$ cat config.mk
export PLATFORM = sky130hd
export DESIGN_NAME = pc_queue
export DESIGN_NICKNAME = d
export VERILOG_FILES = /design/src/rtl/polygon_centroid_macros.svh /design/src/rtl/pc_pkg.sv /design/src/rtl/pc_queue.sv
export SDC_FILE = /design/constraint.sdc
export NUM_CORES = 1
export LEC_CHECK = 0
export ABC_AREA = 0
export BUFFER_PORTS_ARGS = -buffer_cell sky130_fd_sc_hd__buf_4
export CAP_MARGIN = 10
export CORE_MARGIN = 2
export CORE_UTILIZATION = 40
export CTS_BUF_LIST = sky130_fd_sc_hd__clkbuf_8
export DETAILED_ROUTE_END_ITERATION = 16
export GPL_TIMING_DRIVEN = 0
export PLACE_DENSITY_LB_ADDON = 0.12
export SYNTH_ARGS = -nofsm -noshare
export SYNTH_HDL_FRONTEND = slang
export SYNTH_SLANG_ARGS = --single-unit
$ cat constraint.sdc
create_clock -name clk -period 9.3 [get_ports clk]
set_input_delay 1.86 -clock clk [delete_from_list [all_inputs] [get_ports clk]]
set_output_delay 1.86 -clock clk [all_outputs]
set_load 0.1 [all_outputs]
$ cat src/rtl/polygon_centroid_macros.svh
// Assertion macros used by the polygon centroid top level.
`ifndef POLYGON_CENTROID_MACROS_SVH
`define POLYGON_CENTROID_MACROS_SVH

// Same-cycle implication, sampled on clk and disabled during reset.
`define PC_ASSERT_NOW(lbl, ante, cons, msg) \
  lbl: assert property (@(posedge clk) disable iff (rst) (ante) |-> (cons)) else $error(msg);

// Next-cycle implication, sampled on clk and disabled during reset.
`define PC_ASSERT_NEXT(lbl, ante, cons, msg) \
  lbl: assert property (@(posedge clk) disable iff (rst) (ante) |=> (cons)) else $error(msg);

`endif

$ cat src/rtl/pc_pkg.sv
// Package with widths, the accumulated-sum record and the back-end state type.
package pc_pkg;

  localparam int PC_COORD_W    = 16;
  localparam int PC_AREA_W     = 48;
  localparam int PC_MOM_W      = 64;
  localparam int PC_QUEUE_DEPTH = 2;

  // Finished sums of one polygon, passed from the front to the back.
  typedef struct packed {
    logic signed [PC_AREA_W-1:0] area;
    logic signed [PC_MOM_W-1:0]  mom_x;
    logic signed [PC_MOM_W-1:0]  mom_y;
  } sums_t;

  // Back-end sequencer states.
  typedef enum logic [2:0] {
    BK_IDLE,
    BK_LOAD,
    BK_SCALE,
    BK_DIVIDE,
    BK_FINISH
  } back_state_t;

endpackage

$ cat src/rtl/pc_queue.sv
// Short queue of finished polygon sums between the front and the back.
module pc_queue
  import pc_pkg::*;
#(
  parameter int DEPTH = PC_QUEUE_DEPTH
) (
  input  logic  clk,
  input  logic  rst,
  input  logic  push,
  input  sums_t push_data,
  output logic  full,
  input  logic  pop,
  output sums_t head,
  output logic  empty
);

  localparam int PW = (DEPTH > 1) ? $clog2(DEPTH) : 1;
  localparam int CW = $clog2(DEPTH + 1);

  sums_t           entries [DEPTH];
  logic [PW-1:0]   wr_ptr, rd_ptr;
  logic [CW-1:0]   count;
  logic            do_push, do_pop;

  assign full    = (count == CW'(DEPTH));
  assign empty   = (count == '0);
  assign do_push = push && !full;
  assign do_pop  = pop && !empty;
  assign head    = entries[rd_ptr];

  // Storage writes.
  always_ff @(posedge clk) begin
    if (do_push) begin
      entries[wr_ptr] <= push_data;
    end
  end

  // Pointers and fill count.
  always_ff @(posedge clk) begin
    if (rst) begin
      wr_ptr <= '0;
      rd_ptr <= '0;
      count  <= '0;
    end else begin
      if (do_push) begin
        wr_ptr <= (wr_ptr == PW'(DEPTH - 1)) ? '0 : wr_ptr + 1'b1;
      end
      if (do_pop) begin
        rd_ptr <= (rd_ptr == PW'(DEPTH - 1)) ? '0 : rd_ptr + 1'b1;
      end
      if (do_push && !do_pop) begin
        count <= count + 1'b1;
      end else if (do_pop && !do_push) begin
        count <= count - 1'b1;
      end
    end
  end

endmodule

## After elaboration in Yosys (flattened, before gate mapping)

Memory sizes are Yosys's and may differ from the RTL's. A register that Yosys moved wholly into a read port is not among the register bits.
Cells that the tools add are included.

| word-level totals | value |
|---|---|
| flip-flop bits (word level) | 4 |
| bits in latches | 0 |
| bits in writable memories | 352 |
| memory bits (read-only) | 0 |
| input port bits | 180 |
| output and inout bits | 178 |
| word-level logic and storage cells | 27 |
| memories | 1 |

Memory list:

| memory | depth | bits a word | rd ports | clocked after Yosys merged registers in | write ports | RTL line | RTL |
|---|---|---|---|---|---|---|---|
| entries | 2 | 176 | 1 | 1 | 1 | pc_queue.sv:20 | `sums_t entries [DEPTH];` |

| operators by class | value |
|---|---|
| $add $sub $neg | 4 |
| multipliers | 0 |
| div/mod/pow operators | 0 |
| order comparisons | 0 |
| eq/ne operators | 1 |
| shifts and indexed selects | 0 |
| muxes and demuxes | 8 |
| bitwise gates (word level) | 0 |
| reduce and logical (&&, ||, !) cells | 10 |

Operators with widths:

| kind | count |
|---|---|
| 1-bit 2-to-1 mux | 6 |
| 1-bit logical AND | 4 |
| 1-bit logical NOT | 4 |
| 2-bit 2-to-1 mux | 2 |
| 1-bit adder (second input constant) | 2 |
| 2-bit by 1-bit adder with 2-bit output (second input constant) | 1 |
| 2-bit equality test (second input constant) | 1 |
| 2-bit logical NOT | 1 |
| 2-bit nonzero test | 1 |
| 2-bit by 1-bit subtractor with 2-bit output (second input constant) | 1 |

## Depth between registers and ports, before layout

Gate-level depths: netlist of the first run.

| logic depth | value |
|---|---|
| word-level depth | 7 |
| mapped depth | 6 |
| mapped depth without buffers | 6 |

## Worst setup path after synthesis of the first run

OpenSTA, ideal clock, no wires.

| timing | value |
|---|---|
| kind | input to register |
| start | input push |
| end | memory entries[1][0] (netlist name), enable pin |
| library setup time | 0.558 ns |
| data arrival time | 6.085 ns |
| required time | 8.742 ns |
| path slack | 2.657 ns |
| stages on the path | 3 |
| buffers on the path | 0 |
| cell sequence | inv_1 -> nor2_1 -> and2_1 |

| on the way | value |
|---|---|
| cells in the longest elaborated chain, start to end | 3 |

Ends and longest elaborated chain:

| element | RTL line | RTL |
|---|---|---|
| start: declaration | pc_queue.sv:9 | `input logic push,` |
| 1-bit logical AND | pc_queue.sv:27 | `assign do_push = push && !full;` |
| named net do_push | pc_queue.sv:23 | `logic do_push, do_pop;` |
| 1-bit 2-to-1 mux | pc_queue.sv:33 | `if (do_push) begin` |
| 1-bit 2-to-1 mux (not written as such) | pc_queue.sv:34 | `entries[wr_ptr] <= push_data;` |
| end: declaration | pc_queue.sv:20 |  |

The timed path passes the listed nets, and every way through them passes these cells.

==> results.toml, run 1 <==
[floorplanning]
die_h_um = 188
ios = 358
design.die.area_um2 = 35200
die-width_um = 188
core_um2 = 33400
rows = 67
start_util = 0.405

[timing]
slew_headroom = 0.590
post-route-min-period_ns = 3.87
clock_skew_ns = 0.0111
setup_viol = 0
finalCritPeriodShare = 0.416
timing_hold_violations_final = 0
rsz0062_at_grt = "false"
worst_pin_slew_ns = 0.615
slew_violations = 0
clock.fmax_mhz = 259

[hold_path]
worstHoldPathCells = 2
worstHoldPathType = "reg2reg"
hold_start = "wr_ptr$_SDFFE_PP0P_"

[final_layout]
nets = 1176
fin_util = 0.536
diodes = 0
final_common_cell = "buf_4"
fillers = 2810
final_cell_mix = "buf_4 (357), edfxtp_1 (352), mux2_4 (140)"
register_area_um2 = 10700
drive_above_1_share = 0.600
area_growth_pct = 32.4
multi_input_area_um2 = 2620

[critical_path]
crit_required_ns = 7.44
slowest_stage = "mux2_4"
path_delay_family = "buffers and inverters"
slowest_delay_ns = 0.33
cp-start-kind = "flop"
path_depth = 5
critPathKind = "reg2out"
cp_cell_sequence = "buf_6 > buf_6 > buf_6 > mux2_4 > buf_4"
reg2regPathDepth = 4
cp_data_arrival_time_ns = 2.01
r2r_start = "count[0]$_SDFFE_PP0P_"
cp_common_cell = "buf_6"
endpoint_kind = "output port"
path_buf_inv = 4
critPathMaxFanout = 10

[placed_design]
post-dp-hpwl_um = 18200
portBuffers = 357
finalWeightedCongestion = 0.695

[route]
viasPerCell = 4.51
drt-pass1-iter-count = 4
drc = 0
wl_per_cell_um = 18.5
ant_nets = 0
wl_um = 27600
vias = 6717
drtIter0Drc = 263

[status]
status = "completed"

[clock_tree]
root_buffer = "clkbuf_8"
clock_insertion_delay_worst_skew_ns = 0.58
path_clk_slew_ns = 0.06
cts_buffer_depth = 3
clock-sinks = 357
cts_tree = "built"
numCtsBuffers = 59
cts_resized = 0
cts_setup_buffers = 0
h-tree-depth = 2
cts-hold-fix-buffers = 0

[logic_synthesis]
yosysSeqAreaShare = 0.790
syn_nets = 754
syn-cell-area_um2 = 13500
yosysWarnings = 0
synth_seq_cells = 357
syn_inst = 573
synth.distinct_cells = 15
postSynthAreaPerCell_um2 = 23.6

[global_route]
grt_use_total = 0.153
grt_pass1_wl_um = 41100
grt_max_degree = 99
gr-total-overflow = 0
grt_pass1_vias = 7089
antenna_found_initial = 0

[run]
cap_violations = 0
==> Yosys cell counts <==
cell type / count / area (µm²)
edfxtp_1: 352 / 10600
mux2_4: 140 / 2100
mux2_2: 36 / 405
buf_6: 17 / 191
dfxtp_1: 5 / 100
nor2_1: 5 / 18.8
buf_2: 3 / 15.0
o21ai_0: 3 / 15.0
xor2_1: 3 / 26.3
a21oi_1: 2 / 10.0
inv_1: 2 / 7.51
or3_1: 2 / 12.5
and2_1: 1 / 6.26
ha_1: 1 / 12.5
nor2b_2: 1 / 8.76
==> final cells by class <==
type,instances,share of cell area
plain buffers,20,0.0115
clock buffers,61,0.0470
clock inverters,45,0.00966
inverters,2,0.000840
multi-input cells,194,0.147
flip-flops and latches,357,0.597
well taps,448,0.0314
repair buffers,361,0.156
==> sequential cells by signal (all words and copies together), names as in the netlist, named ones only <==
register	cells
entries	352
count	2
rd_ptr	1
wr_ptr	1
==> worst paths after layout <==
path,slack [ns],end
setup reg to reg,6.97,entries[0][60]$_DFFE_PP_
hold reg to reg,0.49,wr_ptr$_SDFFE_PP0P_
hold / removal,0.49,wr_ptr$_SDFFE_PP0P_
setup / recovery,5.43,head[59]
==> per-layer routing <==
layer	vias up	track usage	wire (µm)
met5	-	0	0
met4	0	0.0678	890
met3	53	0.0500	2160
met2	252	0.257	13800
met1	3275	0.181	10700
li1	3137	-	-
==> worst min-delay path, delay by kind of cell, from the launching register on <==
kind | cells | cell delay (ns)
AOI/OAI and AO/OA | 2 | 0.13
DFF | 1 | 0.31
==> cell families after synthesis <==
| logic type | count (synthesis) | synth area share |
|---|---|---|
| flip-flops | 357 | 0.790 |
| multiplexers | 176 | 0.186 |
| buffers and inverters | 22 | 0.0158 |
| AND/OR/NAND/NOR | 9 | 0.00343 |
| AO/OA/AOI/OAI | 5 | 0.00185 |
| XOR/XNOR | 3 | 0.00195 |
| adder cells (fa/ha/maj) | 1 | 0.000927 |
==> stage by stage <==
stage	hold slack [ns]	area, µm²	std cells	TNS [ns]	worst slack, ns
final	0.491	17900	1488	0	5.43
after global routing	0.525	17900	1488	0	5.30
after CTS	0.492	17900	1488	0	5.34
after detailed placement	0.479	16900	1382	0	5.41
after global placement	0.465	16700	1378	-43.39	-0.259
after floorplan	0.452	13500	573	0	2.66
Power of run 1 is not shown: default switching activity piles up to over one toggle a cycle in this logic, so the estimate is an artifact.
==> run 2: changes to the inputs <==
- ABC_AREA: 0 -> 1
- clock period: 9.3 -> 3.5 ns (I/O delays scaled with it)
==> run 2 against run 1 <==
  * Global-route usage grew 0.083 points
  * Highest routed layer unchanged
  * Final cell count grew 1.7%
  * Largest cell class unchanged
  * Die area grew 0.18%
  * Critical path type unchanged
  * Count of clock-buffer cells in the layout grew 4
  * Area after synthesis grew 0.19%
  * Worst setup slack lost 4.6 ns
  * Design area grew 1.7%
  * Wire length shrank 0.20%
  * Synthesized cell count grew 2.1%
  * Clock skew grew 0.0085 ns
  * Register-to-register slack lost 5.6 ns
==> results.toml, run 2 <==
[global_route]
grt_max_degree = 30
grt_pass1_wl_um = 41200
grt_pass1_vias = 7234
antenna_found_initial = 4
grt_use_total = 0.154
gr-total-overflow = 0

[clock_tree]
root_buffer = "clkbuf_8"
numCtsBuffers = 59
path_clk_slew_ns = 0.06
cts-hold-fix-buffers = 0
cts_resized = 0
cts_tree = "built"
clock_insertion_delay_worst_skew_ns = 0.59
h-tree-depth = 2
clock-sinks = 357
cts_setup_buffers = 0
cts_buffer_depth = 3

[logic_synthesis]
async_flop_share = 0
syn-cell-area_um2 = 13500
synth-edff-count = 352
syn_nets = 766
yosys.area.top_type = "edfxtp_1"
yosys.cell_count.top_type = "edfxtp_1"
ys_top_cells_by_count = "edfxtp_1 (352), mux2_4 (140), mux2_2 (36)"
synth.distinct_cells = 15
postSynthAreaPerCell_um2 = 23.1
syn_inst = 585
ys.flop_type = "edfxtp_1"
yosysSeqAreaShare = 0.789
synth_top_area_frac = 0.781
synth_seq_cells = 357
yosysWarnings = 0
ys_top_cells_by_area = "edfxtp_1 (78%), mux2_4 (16%), mux2_2 (3.0%)"

[hold_path]
whs_endpoint = "entries[1][175]$_DFFE_PP_"
worstHoldPathType = "in2reg"
hold_start = "push_data[175]"
worstHoldPathCells = 1

[critical_path]
cp-start-kind = "flop"
cp_data_arrival_time_ns = 2.01
cp_common_cell = "buf_6"
cp_cell_sequence = "buf_6 > buf_6 > buf_6 > mux2_4 > buf_4"
r2r_start = "count[0]$_SDFFE_PP0P_"
endpoint_kind = "output port"
critPathMaxFanout = 10
reg2regPathDepth = 6
r2r_setup_slack_ns = 1.35
r2r_end = "entries[0][24]$_DFFE_PP_"
slowest_stage = "dfxtp_1"
crit_required_ns = 2.80
critPathKind = "reg2out"
slowest_delay_ns = 0.32

[timing]
slew_headroom = 0.586
post-route-min-period_ns = 2.71
slew_violations = 0
setup_tns_ns = 0
clock_skew_ns = 0.0196
setup_viol = 0
clock.fmax_mhz = 369
worst_pin_slew_ns = 0.619
timing_hold_violations_final = 0
finalCritPeriodShare = 0.773
rsz0062_at_grt = "false"

[final_layout]
reg_top3 = "entries (352), count (2)"
drive_above_1_share = 0.603
area_growth_pct = 34.4
nets = 1198
top_register = "entries"
final_cell_mix = "buf_4 (357), edfxtp_1 (352), mux2_4 (140)"
final_common_cell = "buf_4"
fin_area_um2 = 18200
largest_reg_flops = 352

[placed_design]
post-dp-hpwl_um = 19200
dpl_cell_area_um2 = 17100
finalWeightedCongestion = 0.704
portBuffers = 357

[power]
cellPowerDensity_nw_per_um2 = 904
vdd_ir_drop_max_mv = 0.506
p_leak_nw = 7.15

[route]
drt-pass1-iter-count = 4
wl_per_cell_um = 18.2
vias = 6788
wl_um = 27500
drc = 0
ant_nets = 0
drtIter0Drc = 333
viasPerCell = 4.48

[run]
cap_violations = 0

[floorplanning]
core_um2 = 33400
die_h_um = 188
rows = 67
design.die.area_um2 = 35300
start_util = 0.404
die-width_um = 188
ios = 358

[status]
status = "completed"
[run 2: area by class of cell]
class | instances | area [µm²]
clock inverters | 41 | 185
diodes | 4 | 10.0
multi-input cells | 199 | 2640
fillers | 2730 | 15300
plain buffers | 20 | 206
clock buffers | 65 | 895
inverters | 9 | 33.8
well taps | 448 | 561
flip-flops and latches | 357 | 10700
repair buffers | 371 | 2980
[run 2: worst max-delay path: cells and delay by family (launching register included)]
| family | cells | cell delay (ns) |
|---|---|---|
| buffers and inverters | 4 | 0.75 |
| flip-flops | 1 | 0.32 |
| multiplexers | 1 | 0.32 |
[run 2: worst max-delay path by stage]
stage	slack, ns	end	from	depth (start not counted)
6_report	0.79	head[100]	flop	5
4_1_cts	0.69	head[52]	flop	5
5_1_grt	0.68	head[46]	flop	5
3_5_place_dp	1.02	entries[0][32]$_DFFE_PP_	push	7
3_3_place_gp	-2.15	entries[1][30]$_DFFE_PP_	push	3
2_1_floorplan	-0.31	entries[0][0]$_DFFE_PP_	push	2
[run 2: cell families (layout without fill, tap and decap cells)]
logic type / after synthesis / in the layout / synth area share
buffers and inverters: 29 / 506 / 0.0178
muxes: 176 / 176 / 0.185
AOI/OAI and AO/OA: 6 / 6 / 0.00222
DFF: 357 / 357 / 0.789
other: 0 / 4 / 0
and+or+nand+nor: 16 / 16 / 0.00490
adders and majority gates: 1 / 1 / 0.000925
[run 2: metrics by stage]
stage                     power, mW  hold WS (ns)  instances   util  setup WS (ns)
after floorplan                11.8         0.511        585      -         -0.311
after global placement         13.2         0.527       1390  0.502          -2.15
after detailed placement       13.3         0.542       1404  0.511           1.02
after CTS                      16.7         0.232       1510  0.543          0.691
after global routing           17.0         0.242       1514  0.544          0.683
final                          16.4         0.287       1514  0.544          0.793
[run 2: layer usage]
metal / share of wire / global-route usage
met1: 0.37 / 0.169
met2: 0.52 / 0.265
met3: 0.093 / 0.0644
met4: 0.024 / 0.0603
met5: 0 / 0
[run 2: power by group]
part / leakage (nW) / switching, mW / internal [mW]
Clock: 0.633 / 1.54 / 1.76
Combinational: 3.20 / 5.63 / 1.99
Sequential: 3.32 / 0.131 / 5.40
Note: power is estimated with default switching activity, not from simulation.
==> run 3: changes to the inputs <==
- clock period: 3.5 -> 2.55 ns (I/O delays scaled with it)
==> run 3 against run 2 <==
  * Critical path depth is the same
  * Non-clock buffer count unchanged
  * Count of clock-buffer cells in the layout unchanged
  * Power increased by 38%
  * Register-to-register slack worse by 0.94 ns
  * Clock skew fell by 0.0037 ns
  * First-iteration DRC count is 0.60% higher
  * Wire length down 0.12%
  * Combinational power increased by 39%
  * Sequential share of layout area shrank 0.34 points
  * Hold slack got worse by 0.19 ns
  * Sequential power rose by 37%
==> results.toml, run 3 (synthesis gave the netlist of run 2 again) <==
[placed_design]
dpl_cell_area_um2 = 17100
finalWeightedCongestion = 0.704
dpl.cell_count = 1404
portBuffers = 357
post-dp-hpwl_um = 19200

[final_layout]
fin_area_um2 = 18300
area_growth_pct = 35.2
drive_above_1_share = 0.603
nets = 1198
final_common_cell = "edfxtp_1"
top_register = "entries"
reg_top3 = "entries (352), count (2)"
stdcell_count = 1514
largest_reg_flops = 352
final_cell_mix = "edfxtp_1 (352), buf_4 (350), mux2_4 (140)"
fillers = 2721

[power]
total_power_mw = 22.7
p_leak_nw = 7.19
vdd_ir_drop_max_mv = 0.695
cellPowerDensity_nw_per_um2 = 1240

[route]
wl_um = 27500
vias = 6789
drc = 0
ant_nets = 0
drt-pass1-iter-count = 4
wl_per_cell_um = 18.2
drtIter0Drc = 335
viasPerCell = 4.48

[critical_path]
cp-start-kind = "flop"
r2r_end = "entries[0][24]$_DFFE_PP_"
critPathKind = "reg2out"
r2r_setup_slack_ns = 0.41
endpoint_kind = "output port"
cp_data_arrival_time_ns = 1.97
reg2regPathDepth = 6
endpoint = "head[59]"
path_depth = 5
critPathMaxFanout = 10
slowest_stage = "dfxtp_1"
cp_cell_sequence = "buf_6 > buf_12 > buf_8 > mux2_4 > buf_4"
slowest_delay_ns = 0.32
crit_required_ns = 2.04
r2r_start = "count[0]$_SDFFE_PP0P_"
path_delay_family = "buffers and inverters"
path_buf_inv = 4

[timing]
post-route-min-period_ns = 2.48
worst_pin_slew_ns = 0.620
slew_headroom = 0.586
setup_viol = 0
slew_violations = 0
clock.fmax_mhz = 403
setup_tns_ns = 0
rsz0062_at_grt = "true"
timing_hold_violations_final = 0
finalCritPeriodShare = 0.972
clock_skew_ns = 0.0159

[clock_tree]
numCtsBuffers = 59
cts_setup_buffers = 0
cts_tree = "built"
clock_insertion_delay_worst_skew_ns = 0.59
cts_buffer_depth = 3
clock-sinks = 357
h-tree-depth = 2
cts-hold-fix-buffers = 0
cts_resized = 11
root_buffer = "clkbuf_8"
path_clk_slew_ns = 0.06

[global_route]
grt_use_total = 0.154
grt_pass1_wl_um = 41200
antenna_found_initial = 4
gr-total-overflow = 0
grt_max_degree = 30
grt_pass1_vias = 7234

[hold_path]
worstHoldPathType = "in2reg"
hold_start = "push_data[175]"

[floorplanning]
ios = 358
start_util = 0.404
design.die.area_um2 = 35300
rows = 67
die-width_um = 188
core_um2 = 33400
die_h_um = 188

[run]
cap_violations = 0

[status]
status = "completed"
==> run 3: cell counts in the layout (fill, tap and decap cells not counted) <==
No cell type changed its count.
==> run 3: area by class of cell <==
class                      instances  area (µm²)  area share
buffer                            20         287      0.0157
multi-input combinational        199        2640       0.144
sequential                       357       10700       0.583
clock buffer                      65         895      0.0489
timing repair buffer             371        3010       0.165
inverter                           9        33.8     0.00185
antenna                            4        10.0    0.000547
clock inverter                    41         185      0.0101
tap                              448         561      0.0306
==> run 3: worst min path at each step <==
stage               cells after the start                         to
floorplan                               2        wr_ptr$_SDFFE_PP0P_
global placement                        2        wr_ptr$_SDFFE_PP0P_
detailed placement                      2        wr_ptr$_SDFFE_PP0P_
CTS                                     1    entries[1][3]$_DFFE_PP_
global route                            1   entries[1][63]$_DFFE_PP_
finish                                  1  entries[1][175]$_DFFE_PP_
==> run 3: report_power, final <==
| part | switching, mW | internal, mW |
|---|---|---|
| logic | 7.75 | 2.82 |
| registers | 0.180 | 7.41 |
| clock network | 2.11 | 2.41 |
==> run 3: metal layers <==
metal / vias up / part of all wire / wire length [µm] / global-route usage
met2: 246 / 0.52 / 14200 / 0.265
met4: 0 / 0.026 / 713 / 0.0603
met3: 52 / 0.093 / 2560 / 0.0644
li1: 3193 / - / - / -
met1: 3298 / 0.36 / 10000 / 0.169
met5: - / 0 / 0 / 0
==> run 3: per-stage QoR <==
stage               setup slack [ns]  utilization  hold slack, ns
floorplan                      -1.07            -           0.511
global placement               -2.91        0.502           0.527
detailed placement             0.263        0.511           0.542
CTS                         -0.00948        0.545          0.0423
global route                 -0.0137        0.547          0.0522
finish                        0.0704        0.547           0.102
