**config.mk**
```make
export PLATFORM = sky130hd
export DESIGN_NAME = pc_back
export DESIGN_NICKNAME = d
export VERILOG_FILES = /design/src/rtl/polygon_centroid_macros.svh /design/src/rtl/pc_pkg.sv /design/src/rtl/pc_back.sv
export SDC_FILE = /design/constraint.sdc
export NUM_CORES = 1
export LEC_CHECK = 0
export BUFFER_PORTS_ARGS = -buffer_cell sky130_fd_sc_hd__buf_2
export CORE_MARGIN = 3
export CORE_UTILIZATION = 40
export DETAILED_ROUTE_END_ITERATION = 16
export HOLD_SLACK_MARGIN = 0.1
export PLACE_DENSITY = 0.61
export SETUP_SLACK_MARGIN = 0.15
export SYNTH_ARGS = -nofsm -noshare
export SYNTH_HDL_FRONTEND = slang
export SYNTH_SLANG_ARGS = --single-unit
```
**constraint.sdc**
```tcl
create_clock -name clk -period 10.75 [get_ports clk]
set_input_delay 2.15 -clock clk [delete_from_list [all_inputs] [get_ports clk]]
set_output_delay 2.15 -clock clk [all_outputs]
set_load 0.02 [all_outputs]
```
**src/rtl/polygon_centroid_macros.svh**
```systemverilog
// Assertion macros used by the polygon centroid top level.
`ifndef POLYGON_CENTROID_MACROS_SVH
`define POLYGON_CENTROID_MACROS_SVH

// Same-cycle implication, sampled on clk and disabled during reset.
`define PC_ASSERT_NOW(lbl, ante, cons, msg) \
  lbl: assert property (@(posedge clk) disable iff (rst) (ante) |-> (cons)) else $error(msg);

// Next-cycle implication, sampled on clk and disabled during reset.
`define PC_ASSERT_NEXT(lbl, ante, cons, msg) \
  lbl: assert property (@(posedge clk) disable iff (rst) (ante) |=> (cons)) else $error(msg);

`endif

```
**src/rtl/pc_pkg.sv**
```systemverilog
// Package with widths, the accumulated-sum record and the back-end state type.
package pc_pkg;

  localparam int PC_COORD_W    = 16;
  localparam int PC_AREA_W     = 48;
  localparam int PC_MOM_W      = 64;
  localparam int PC_QUEUE_DEPTH = 2;

  // Finished sums of one polygon, passed from the front to the back.
  typedef struct packed {
    logic signed [PC_AREA_W-1:0] area;
    logic signed [PC_MOM_W-1:0]  mom_x;
    logic signed [PC_MOM_W-1:0]  mom_y;
  } sums_t;

  // Back-end sequencer states.
  typedef enum logic [2:0] {
    BK_IDLE,
    BK_LOAD,
    BK_SCALE,
    BK_DIVIDE,
    BK_FINISH
  } back_state_t;

endpackage

```
**src/rtl/pc_back.sv**
```systemverilog
// Back end: divides the moments by three times the doubled area, one bit a cycle.
module pc_back
  import pc_pkg::*;
(
  input  logic        clk,
  input  logic        rst,
  input  sums_t       head,
  input  logic        empty,
  output logic        pop,
  output logic        out_valid,
  input  logic        out_ready,
  output logic [15:0] out_cx,
  output logic [15:0] out_cy,
  output logic        out_degen
);

  localparam int DIV_STEPS = PC_MOM_W;
  localparam int SW        = $clog2(DIV_STEPS);
  localparam int DW        = PC_AREA_W + 1;

  back_state_t state, state_next;

  logic signed [PC_AREA_W-1:0] area;
  logic [PC_AREA_W-1:0]        amag;
  logic [DW-1:0]               den;
  logic [PC_MOM_W-1:0]         quo_x, quo_y;
  logic [DW-1:0]               rem_x, rem_y;
  logic                        neg_x, neg_y, degen;
  logic [SW-1:0]               step;

  logic [DW:0]   sh_x, sh_y;
  logic          fit_x, fit_y;
  logic          load_out;

  // Saturate a quotient magnitude with its sign to the signed 16-bit range.
  function automatic logic [15:0] sat16(input logic [PC_MOM_W-1:0] q, input logic neg);
    logic big;
    logic [15:0] r;
    if (!neg) begin
      big = |q[PC_MOM_W-1:15];
      r   = big ? 16'h7FFF : q[15:0];
    end else begin
      big = (|q[PC_MOM_W-1:16]) || (q[15] && (|q[14:0]));
      r   = big ? 16'h8000 : (~q[15:0] + 16'd1);
    end
    return r;
  endfunction

  // One restoring step per lane.
  assign sh_x  = {rem_x, quo_x[PC_MOM_W-1]};
  assign sh_y  = {rem_y, quo_y[PC_MOM_W-1]};
  assign fit_x = (sh_x >= {1'b0, den});
  assign fit_y = (sh_y >= {1'b0, den});

  assign load_out = (state == BK_FINISH) && (!out_valid || out_ready);

  // State register.
  always_ff @(posedge clk) begin
    if (rst) begin
      state <= BK_IDLE;
    end else begin
      state <= state_next;
    end
  end

  // Next state and queue pop.
  always_comb begin
    state_next = state;
    pop        = 1'b0;
    case (state)
      BK_IDLE: begin
        if (!empty) begin
          pop        = 1'b1;
          state_next = BK_LOAD;
        end
      end
      BK_LOAD: begin
        state_next = BK_SCALE;
      end
      BK_SCALE: begin
        state_next = degen ? BK_FINISH : BK_DIVIDE;
      end
      BK_DIVIDE: begin
        if (step == SW'(DIV_STEPS - 1)) begin
          state_next = BK_FINISH;
        end
      end
      BK_FINISH: begin
        if (load_out) begin
          state_next = BK_IDLE;
        end
      end
      default: begin
        state_next = BK_IDLE;
      end
    endcase
  end

  // Division datapath.
  always_ff @(posedge clk) begin
    case (state)
      BK_IDLE: begin
        area  <= head.area;
        quo_x <= head.mom_x;
        quo_y <= head.mom_y;
      end
      BK_LOAD: begin
        // Take magnitudes; the quotient sign is the xor of the operand signs.
        neg_x <= quo_x[PC_MOM_W-1] ^ area[PC_AREA_W-1];
        neg_y <= quo_y[PC_MOM_W-1] ^ area[PC_AREA_W-1];
        quo_x <= quo_x[PC_MOM_W-1] ? (~quo_x + 1'b1) : quo_x;
        quo_y <= quo_y[PC_MOM_W-1] ? (~quo_y + 1'b1) : quo_y;
        amag  <= area[PC_AREA_W-1] ? PC_AREA_W'(~area + 1'b1) : PC_AREA_W'(area);
        degen <= (area == '0);
      end
      BK_SCALE: begin
        den   <= DW'(amag) + {amag, 1'b0};
        rem_x <= '0;
        rem_y <= '0;
        step  <= '0;
      end
      BK_DIVIDE: begin
        rem_x <= fit_x ? DW'(sh_x - {1'b0, den}) : sh_x[DW-1:0];
        rem_y <= fit_y ? DW'(sh_y - {1'b0, den}) : sh_y[DW-1:0];
        quo_x <= {quo_x[PC_MOM_W-2:0], fit_x};
        quo_y <= {quo_y[PC_MOM_W-2:0], fit_y};
        step  <= step + 1'b1;
      end
      default: begin
      end
    endcase
  end

  // Output register; it is refilled only when empty or being taken.
  always_ff @(posedge clk) begin
    if (rst) begin
      out_valid <= 1'b0;
    end else if (load_out) begin
      out_valid <= 1'b1;
    end else if (out_ready) begin
      out_valid <= 1'b0;
    end
  end

  always_ff @(posedge clk) begin
    if (load_out) begin
      out_degen <= degen;
      out_cx    <= degen ? 16'h0000 : sat16(quo_x, neg_x);
      out_cy    <= degen ? 16'h0000 : sat16(quo_y, neg_y);
    end
  end

endmodule

```
# Yosys cells after proc, flatten, opt, wreduce, memory -nomap -nowiden
# Cells that the tools add are included.
# W data, S select, Z words.
[word_totals]
mem_bits_ro = 0
wordCells = 93
regBits = 417
latchBits = 0
output_inout_bits = 35
memories = 0
in_bits = 180
ram_bits = 0
[classes]
n_lt_le_gt_ge = 2
n_mul = 0
div_mod_pow = 0
bitwise = 7
n_eq_ne = 10
n_mux = 25
n_addsub = 9
n_shift = 0
n_reduce_logical = 21
[ops]
columns = ["cell", "n"]
rows = [
  ["$pmux W64 S3", 2],
  ["$pmux W49 S2", 2],
  ["$add A64 B1 Y64 const B", 2],
  ["$mux W64", 2],
  ["$not A64 Y64", 2],
  ["$ge A50 B49 Y1", 2],
  ["$mux W49", 2],
  ["$reduce_or A49 Y1", 2],
  ["$sub A49 B49 Y49", 2],
  ["$mux W16", 6],
  ["$reduce_or A48 Y1", 2],
  ["$add A48 B49 Y49", 1],
  ["$add A48 B1 Y48 const B", 1],
  ["$logic_not A48 Y1", 1],
  ["$not A48 Y48", 1],
  ["$mux W47", 1],
  ["$add A16 B1 Y16 const B", 2],
  ["$not A16 Y16", 2],
  ["$reduce_or A15 Y1", 2],
  ["$pmux W3 S5", 1],
  ["$mux W3", 4],
  ["$pmux W6 S2", 1],
  ["$ne A2 B2 Y1 const B", 5],
  ["$add A6 B1 Y6 const B", 1],
  ["14 further kinds", 25],
]

# Longest topological paths before layout
# Gate-level depths: netlist of the first run.
[depth]
depth_word = 5
mapped_depth = 17
depth_no_buf = 14

# Worst setup path after synthesis of the first run
# OpenSTA, ideal clock, no wires.
[synth_path]
path_kind = "register to register"
startpoint = "register state[0]"
endpoint = "register quo_x[0] (enable)"
t_arrival_ps = 9015
synth_period_minus_slack_ps = 9594
setup_time_ps = 579
slack_ps = 1156
stages_incl_launch_ff = 5
path_buffers = 1
t_required_ps = 10171
path_cell_list = "dfxtp_1 > clkbuf_1 > nor3_1 > or2_2 > a21boi_0"
[synth_via]
elab_chain_cells = 3
word_cells_on_any_way = 6
classes_between = "3 x eq/ne; 3 x reduce/logical"
[synth_rtl]
columns = ["element", "line_no", "source"]
rows = [
  ["from (decl)", "pc_back.sv:21", "back_state_t state, state_next;"],
  ["from (signal assigned)", "pc_back.sv:62", "state <= state_next;"],
  ["$eq A3 B1 Y1 (tied with other cells)", "pc_back.sv:101", "case (state)"],
  ["$ne A2 B2 Y1 (no line) / $reduce_bool A3 Y1 (equally long branches)", "--", ""],
  ["$reduce_and A2 Y1 (no line) *", "--", ""],
  ["to (signal assigned)", "pc_back.sv:104", "quo_x <= head.mom_x;"],
  ["to (signal assigned)", "pc_back.sv:111", "quo_x <= quo_x[PC_MOM_W-1] ? (~quo_x + 1'b1) : quo_x;"],
  ["to (signal assigned)", "pc_back.sv:125", "quo_x <= {quo_x[PC_MOM_W-2:0], fit_x};"],
  ["to (decl)", "pc_back.sv:26", "logic [PC_MOM_W-1:0] quo_x, quo_y;"],
]
# Mark *: on every way between the ends. The rest lies on a longest branch, timed or not.
# A chain may end at the register's enable or synchronous reset.

# Worst setup path after layout of the first run
[layout_path]
startpoint = "register quo_y[63]"
endpoint = "register rem_y[48], data pin"
[layout_via]
elab_chain_cells = 3
word_cells_on_any_way = 4
classes_between = "1 x add/sub; 1 x order compare; 2 x mux"
[layout_rtl]
columns = ["element", "line_no", "source"]
rows = [
  ["from (decl)", "pc_back.sv:26", ""],
  ["from (signal assigned)", "pc_back.sv:105", "quo_y <= head.mom_y;"],
  ["from (signal assigned)", "pc_back.sv:112", "quo_y <= quo_y[PC_MOM_W-1] ? (~quo_y + 1'b1) : quo_y;"],
  ["from (signal assigned)", "pc_back.sv:126", "quo_y <= {quo_y[PC_MOM_W-2:0], fit_y};"],
  ["$sub A49 B49 Y49 / $ge A50 B49 Y1 (equally long branches)", "pc_back.sv:124, pc_back.sv:53", ""],
  ["$mux W49 *", "pc_back.sv:124", "rem_y <= fit_y ? DW'(sh_y - {1'b0, den}) : sh_y[DW-1:0];"],
  ["$pmux W49 S2 *", "pc_back.sv:101", ""],
  ["to (signal assigned)", "pc_back.sv:124", ""],
  ["to (decl)", "pc_back.sv:27", "logic [DW-1:0] rem_x, rem_y;"],
]
# Marks and branches as above.

==> results.sh, run 1 <==
export IMPL_status="complete, no violations"
export IMPL_slowest_stage="a31oi_1"
export IMPL_clk_transition_reported_paths_ns=0.06
export IMPL_synthTopCellsByCount="edfxtp_1 (413), nor2_1 (383), a21oi_1 (295)"
export IMPL_drive_above_1_share=0.114
export IMPL_worst_pin_slew_ns=1.32
export IMPL_hold_class="reg2reg"
export IMPL_yosysMostFrequentCell="edfxtp_1"
export IMPL_initial_utilization=0.405
export IMPL_place_hpwl_um=57300
export IMPL_cp_end_kind="register"
export IMPL_combPwrFrac=0.249
export IMPL_finalSetupViolCount=0
export IMPL_post_cts_setup_buffers=0
export IMPL_grt_max_degree=96
export IMPL_drtIter0Drc=1927
export IMPL_overflow=0
export IMPL_die_x_um=273
export IMPL_ys_types=76
export IMPL_hold_path_startpoint="area[0]$_DFFE_PP_"
export IMPL_pin_count=215
export IMPL_r2r_start="quo_y[63]$_DFFE_PP_"
export IMPL_maxCapViolCount=0
export IMPL_ctsResizeCount=0
export IMPL_startpoint_type="register"
export IMPL_slowest_delay_ns=0.62
export IMPL_routabilityCongestion=0.910
export IMPL_async_flop_share=0
export IMPL_ys_seq_area_frac=0.438
export IMPL_multi_input_area_um2=15100
export IMPL_synth_top_cell_area_share=0.435
export IMPL_antenna_left=0
export IMPL_cellPowerDensity_nw_per_um2=172
export IMPL_die_area_um2=74500
export IMPL_ir_drop_uv=164
export IMPL_required_ns=11.18
export IMPL_cp_max_fo=81
export IMPL_worstPathArrival_ns=5.29
export IMPL_antenna_found_initial=13
export IMPL_h_tree_depth=2
export IMPL_wirelength_um=79200
export IMPL_p_clk_frac=0.329
export IMPL_crit_type="reg2reg"
export IMPL_rows=97
export IMPL_crit_start="quo_y[63]$_DFFE_PP_"
export IMPL_regArea_um2=12500
export IMPL_viasPerCell=5.70
export IMPL_grt_pass1_vias=22033
export IMPL_synth_area_top_cells="edfxtp_1 (44%), ha_1 (6.5%), a21oi_1 (5.2%), nor2_1 (5.0%), xnor2_1 (4.8%)"
export IMPL_power_total_mw=5.53
export IMPL_core_region_area_um2=70300
export IMPL_via_count=23528
export IMPL_yosys_most_used_dff="edfxtp_1"
export IMPL_syn2layout_area_growth_pct=13.1
export IMPL_p_leak_nw=12.7
export IMPL_yosysWarnings=0
export IMPL_fmax_mhz=206
export IMPL_synth_top_area_cell="edfxtp_1"
export IMPL_internal_power_mw=3.75
export IMPL_period_needed_ns=4.87
export IMPL_synth_edf_count=413
export IMPL_cts_made_buffers=49
export IMPL_nets=3469
export IMPL_crit_top_cell="nand2b_1"
export IMPL_synth_area_um2=28500
export IMPL_synth_fp_nets=3335
export IMPL_nFillCells=6751
export IMPL_maxSlewViolCount=0
export IMPL_cp_cell_sequence="inv_1 -> ha_1 -> fa_1 -> nand2b_1 -> a21oi_1 -> o21a_1 -> o211ai_1 -> a2111oi_0 -> o21bai_1 -> a31oi_1 -> a41oi_4 -> buf_4 -> nand2b_1 -> o21ai_0"
export IMPL_synthCells=3003
export IMPL_ys_ff_latch=417
export IMPL_drc=0
export IMPL_final_hold_violation_count=0
export IMPL_tns_ns=0
export IMPL_grt_pass1_wl_um=124000
export IMPL_clockBufferDepth=3
export IMPL_insertion_delay_ns=0.62
export IMPL_finClkSkew_ns=0.0395
export IMPL_post_drt_wl_per_cell_um=19.2
export IMPL_dieHeight_um=273
export IMPL_p_sw_frac=0.322
export IMPL_port_buffers=214
export IMPL_track_usage=0.207
export IMPL_power_share_sequential=0.422
export IMPL_cts_tree="yes"
export IMPL_drtPass1Iterations=5
export IMPL_max_slew_margin=0.107
export IMPL_fin_crit_sh=0.453
export IMPL_switchingPower_mw=1.78
export IMPL_root_buffer="clkbuf_16"
export IMPL_rsz0062_at_grt="false"
export IMPL_cts_hold_buf=0
export IMPL_postSynthAreaPerCell_um2=9.49
export IMPL_cts_sinks=417
[per-layer routing]
metal,wire length [µm],vias up,part of all wire,GRT usage
met5,0,-,0,0
met4,2090,0,0.026,0.0589
met3,4730,120,0.060,0.0299
met2,35000,677,0.44,0.313
met1,37400,11268,0.47,0.307
li1,-,11463,-,-
[worst max-delay path: cells and delay by family, from the launching register on]
kind	cells	cell delay (ns)
flops	1	0.45
fa+ha+maj	2	0.70
buf+inv	2	0.62
compound gates	8	2.28
simple gates	2	0.59
[through the flow]
stage	instance area, µm²	hold WS [ns]	setup slack, ns	instances	util
global placement	30400	0.542	5.98	4026	0.433
CTS	32200	0.557	5.91	4117	0.458
finish	32200	0.548	5.88	4130	0.458
floorplan	28500	0.424	1.16	3003	-
detailed placement	30400	0.531	5.92	4026	0.433
global route	32200	0.585	5.53	4125	0.458
[path summary, 6_finish.rpt]
kind                             endpoint  slack [ns]  cells after the start
hold / removal          amag[0]$_DFFE_PP_        0.55                      0
setup reg to reg  rem_y[48]$_SDFFCE_PN0P_        5.88                     14
hold reg to reg         amag[0]$_DFFE_PP_        0.55                      0
setup / recovery  rem_y[48]$_SDFFCE_PN0P_        5.88                     14
[final cells by class]
cell class,instances,area share
Clock inverter,34,0.0153
Sequential cell,417,0.388
Antenna cell,13,0.00101
Multi-Input combinational cell,2327,0.470
Tap cell,940,0.0365
Timing Repair Buffer,236,0.0384
Inverter,106,0.0124
Clock buffer,57,0.0390
[placed cells by master, fill, tap and decap left out, types with 23 or more instances in the layout]
master	Yosys	final
a21o_1	92	92
xor2_1	132	132
o21bai_1	28	28
nand2b_1	27	26
mux2i_1	55	55
nand3_1	69	69
ha_1	149	149
nor4_1	32	32
nor2b_1	25	23
a31oi_1	32	32
buf_2	8	214
a221oi_1	38	38
nand2_1	178	176
o22ai_1	72	72
o21ai_0	157	157
nand4_1	40	40
xnor2_1	157	157
inv_1	103	103
or3_1	28	28
a21oi_1	295	295
clkbuf_16	0	49
nor2_1	383	381
nor3_1	65	64
edfxtp_1	413	413
and3_1	46	46
[cell families after synthesis]
family,count (synthesis),synth area share
buf+inv,259,0.0345
xor+xnor,289,0.0888
fa+ha+maj,152,0.0675
mux,56,0.0197
compound gates,850,0.187
simple gates,980,0.165
flops,417,0.438
[flip-flops by register name, indices dropped and copies added (netlist names)]
name / cells
state: 3
out_cx: 16
area: 48
neg_y: 1
rem_y: 49
quo_x: 64
step: 6
out_degen: 1
den: 49
neg_x: 1
rem_x: 49
out_cy: 16
degen: 1
out_valid: 1
amag: 48
quo_y: 64
[power groups by stage]
stage	clock [mW]	sequential [mW]	combinational [mW]
after floorplan	0	2.31	1.03
after global placement	0	2.35	1.36
after detailed placement	0	2.35	1.36
after CTS	1.86	2.32	1.37
after global routing	1.92	2.36	1.53
final	1.82	2.33	1.38
(Power assumes the default switching activity.)
==> run 2: changes to the inputs <==
==> constraint.sdc (replaced) <==
create_clock -name clk -period 4.5 [get_ports clk]
set_input_delay 0.9 -clock clk [delete_from_list [all_inputs] [get_ports clk]]
set_output_delay 0.9 -clock clk [all_outputs]
set_load 0.02 [all_outputs]
==> run 2 against run 1 <==
Against the previous run: hold slack worse by 0.070 ns; setup slack lost 5.5 ns; critical path depth is the same; first-iteration DRC count increased by 17%; final area is 0.71% higher; combinational power up 140%; die area did not move; count of clock-buffer cells in the layout is the same; largest power group unchanged; highest routed layer unchanged.
==> results.sh, run 2 (synthesis gave the netlist of run 1 again) <==
export IMPL_status="complete, no violations"
export IMPL_rsz0062_at_grt="true"
export IMPL_ctsResizeCount=1
export IMPL_via_count=23417
export IMPL_period_needed_ns=4.08
export IMPL_track_usage=0.205
export IMPL_post_cts_setup_buffers=0
export IMPL_cp_cell_sequence="ha_1 -> fa_1 -> nand2b_1 -> a21oi_1 -> o21a_1 -> o211ai_1 -> a2111oi_0 -> o21bai_1 -> a31oi_1 -> buf_4 -> a41oi_4 -> buf_12 -> or3_1 -> a21oi_1"
export IMPL_die_x_um=273
export IMPL_placed_area_um2=30700
export IMPL_fmax_mhz=245
export IMPL_hold_path_startpoint="head[173]"
export IMPL_holdPathStages=1
export IMPL_syn2layout_area_growth_pct=13.9
export IMPL_worstPathArrival_ns=4.51
export IMPL_multi_input_area_um2=15200
export IMPL_antenna_found_initial=11
export IMPL_nets=3493
export IMPL_rr_worst_depth=14
export IMPL_grt_pass1_vias=21957
export IMPL_cts_sinks=417
export IMPL_cts_hold_buf=0
export IMPL_r2r_slack_ns=0.42
export IMPL_pin_count=215
export IMPL_reg_top3="quo_x (64), quo_y (64)"
export IMPL_fin_crit_sh=0.907
export IMPL_drtIter0Drc=2264
export IMPL_r2r_start="den[0]$_DFFE_PN_"
export IMPL_fin_cells=4149
export IMPL_place_hpwl_um=57300
export IMPL_routabilityCongestion=0.883
export IMPL_overflow=0
export IMPL_cts_made_buffers=49
export IMPL_finClkSkew_ns=0.0189
export IMPL_crit_top_cell="a21oi_1"
export IMPL_finalSetupViolCount=0
export IMPL_h_tree_depth=2
export IMPL_regArea_um2=12500
export IMPL_ir_drop_uv=350
export IMPL_nFillCells=6681
export IMPL_wirelength_um=78400
export IMPL_die_area_um2=74500
export IMPL_initial_utilization=0.405
export IMPL_drtPass1Iterations=6
export IMPL_cellPowerDensity_nw_per_um2=407
export IMPL_cp_max_fo=45
export IMPL_maxCapViolCount=0
export IMPL_final_hold_violation_count=0
export IMPL_final_cell_mix="edfxtp_1 (413), nor2_1 (380), a21oi_1 (295), buf_2 (214), nand2_1 (177)"
export IMPL_startpoint_type="register"
export IMPL_tns_ns=0
export IMPL_rows=97
export IMPL_p_leak_nw=12.8
export IMPL_required_ns=4.93
export IMPL_drive_above_1_share=0.121
export IMPL_max_slew_margin=0.221
export IMPL_grt_pass1_wl_um=123000
export IMPL_r2r_end="rem_y[3]$_SDFFCE_PN0P_"
export IMPL_viasPerCell=5.64
export IMPL_insertion_delay_ns=0.60
export IMPL_grt_max_degree=97
export IMPL_antenna_left=0
export IMPL_slowest_stage="a2111oi_0"
export IMPL_clk_transition_reported_paths_ns=0.06
export IMPL_root_buffer="clkbuf_16"
export IMPL_crit_type="reg2reg"
export IMPL_final_cell_area_um2=32400
export IMPL_port_buffers=214
export IMPL_hold_class="in2reg"
export IMPL_clockBufferDepth=3
export IMPL_holdWs_ns=0.478
export IMPL_post_drt_wl_per_cell_um=18.9
export IMPL_dieHeight_um=273
export IMPL_core_region_area_um2=70300
export IMPL_maxSlewViolCount=0
export IMPL_holdPathEnd="area[45]$_DFFE_PP_"
export IMPL_cp_end_kind="register"
export IMPL_drc=0
export IMPL_slowest_delay_ns=0.69
export IMPL_fin_util=0.462
export IMPL_placedCellCount=4050
export IMPL_worst_pin_slew_ns=1.16
export IMPL_cts_tree="yes"
export IMPL_layout_commonest_cell="edfxtp_1"
[run 2: cell types whose count changed in the layout (fill, tap and decap cells not counted), sizes merged]
cell,change
clkinvlp,-4
clkinv,+4
buf,+24
diode,-2
inv,-3
[run 2: critical path: cells and delay by family (launching register included)]
kind            cells  cell delay [ns]
fa+ha+maj           2             0.68
buf+inv             2             0.40
flops               1             0.45
simple gates        2             0.56
compound gates      8             1.81
[run 2: per-stage QoR]
step / setup WS, ns / power [mW]
floorplan: -2.69 / 7.96
global placement: 0.216 / 8.89
detailed placement: 0.0920 / 8.90
CTS: 0.264 / 13.3
global route: 0.0956 / 13.9
finish: 0.417 / 13.2
[run 2: worst max path at each step]
| stage | to | start |
|---|---|---|
| after floorplan | quo_x[0]$_DFFE_PP_ | state[0]$_SDFFE_PP0P_ |
| after global placement | rem_x[41]$_SDFFCE_PN0P_ | quo_x[63]$_DFFE_PP_ |
| after detailed placement | rem_x[41]$_SDFFCE_PN0P_ | quo_x[63]$_DFFE_PP_ |
| after CTS | rem_x[24]$_SDFFCE_PN0P_ | quo_x[63]$_DFFE_PP_ |
| after global routing | quo_y[58]$_DFFE_PP_ | quo_y[0]$_DFFE_PP_ |
| final | rem_y[3]$_SDFFCE_PN0P_ | den[0]$_DFFE_PN_ |
[run 2: routing by layer]
layer / GRT usage / wire (µm) / part of all wire / up-vias
li1: - / - / - / 11486
met1: 0.307 / 37300 / 0.48 / 11161
met2: 0.307 / 34600 / 0.44 / 663
met3: 0.0277 / 4490 / 0.057 / 107
met4: 0.0600 / 1980 / 0.025 / 0
met5: 0 / 0 / 0 / -
[run 2: power by group]
| part | leakage, nW | internal, mW | switching (mW) |
|---|---|---|---|
| clock | 0.839 | 2.66 | 1.66 |
| sequential | 4.00 | 5.03 | 0.543 |
| combinational | 7.98 | 1.31 | 2.00 |
| total | 12.8 | 9.00 | 4.20 |
[run 2: area by class of cell]
| type | count | share of cell area |
|---|---|---|
| timing repair buffer | 260 | 0.0448 |
| antenna | 11 | 0.000848 |
| clock buffer | 57 | 0.0394 |
| clock inverter | 31 | 0.0138 |
| sequential | 417 | 0.385 |
| multi-input combinational | 2327 | 0.468 |
| tap | 940 | 0.0363 |
| inverter | 106 | 0.0123 |
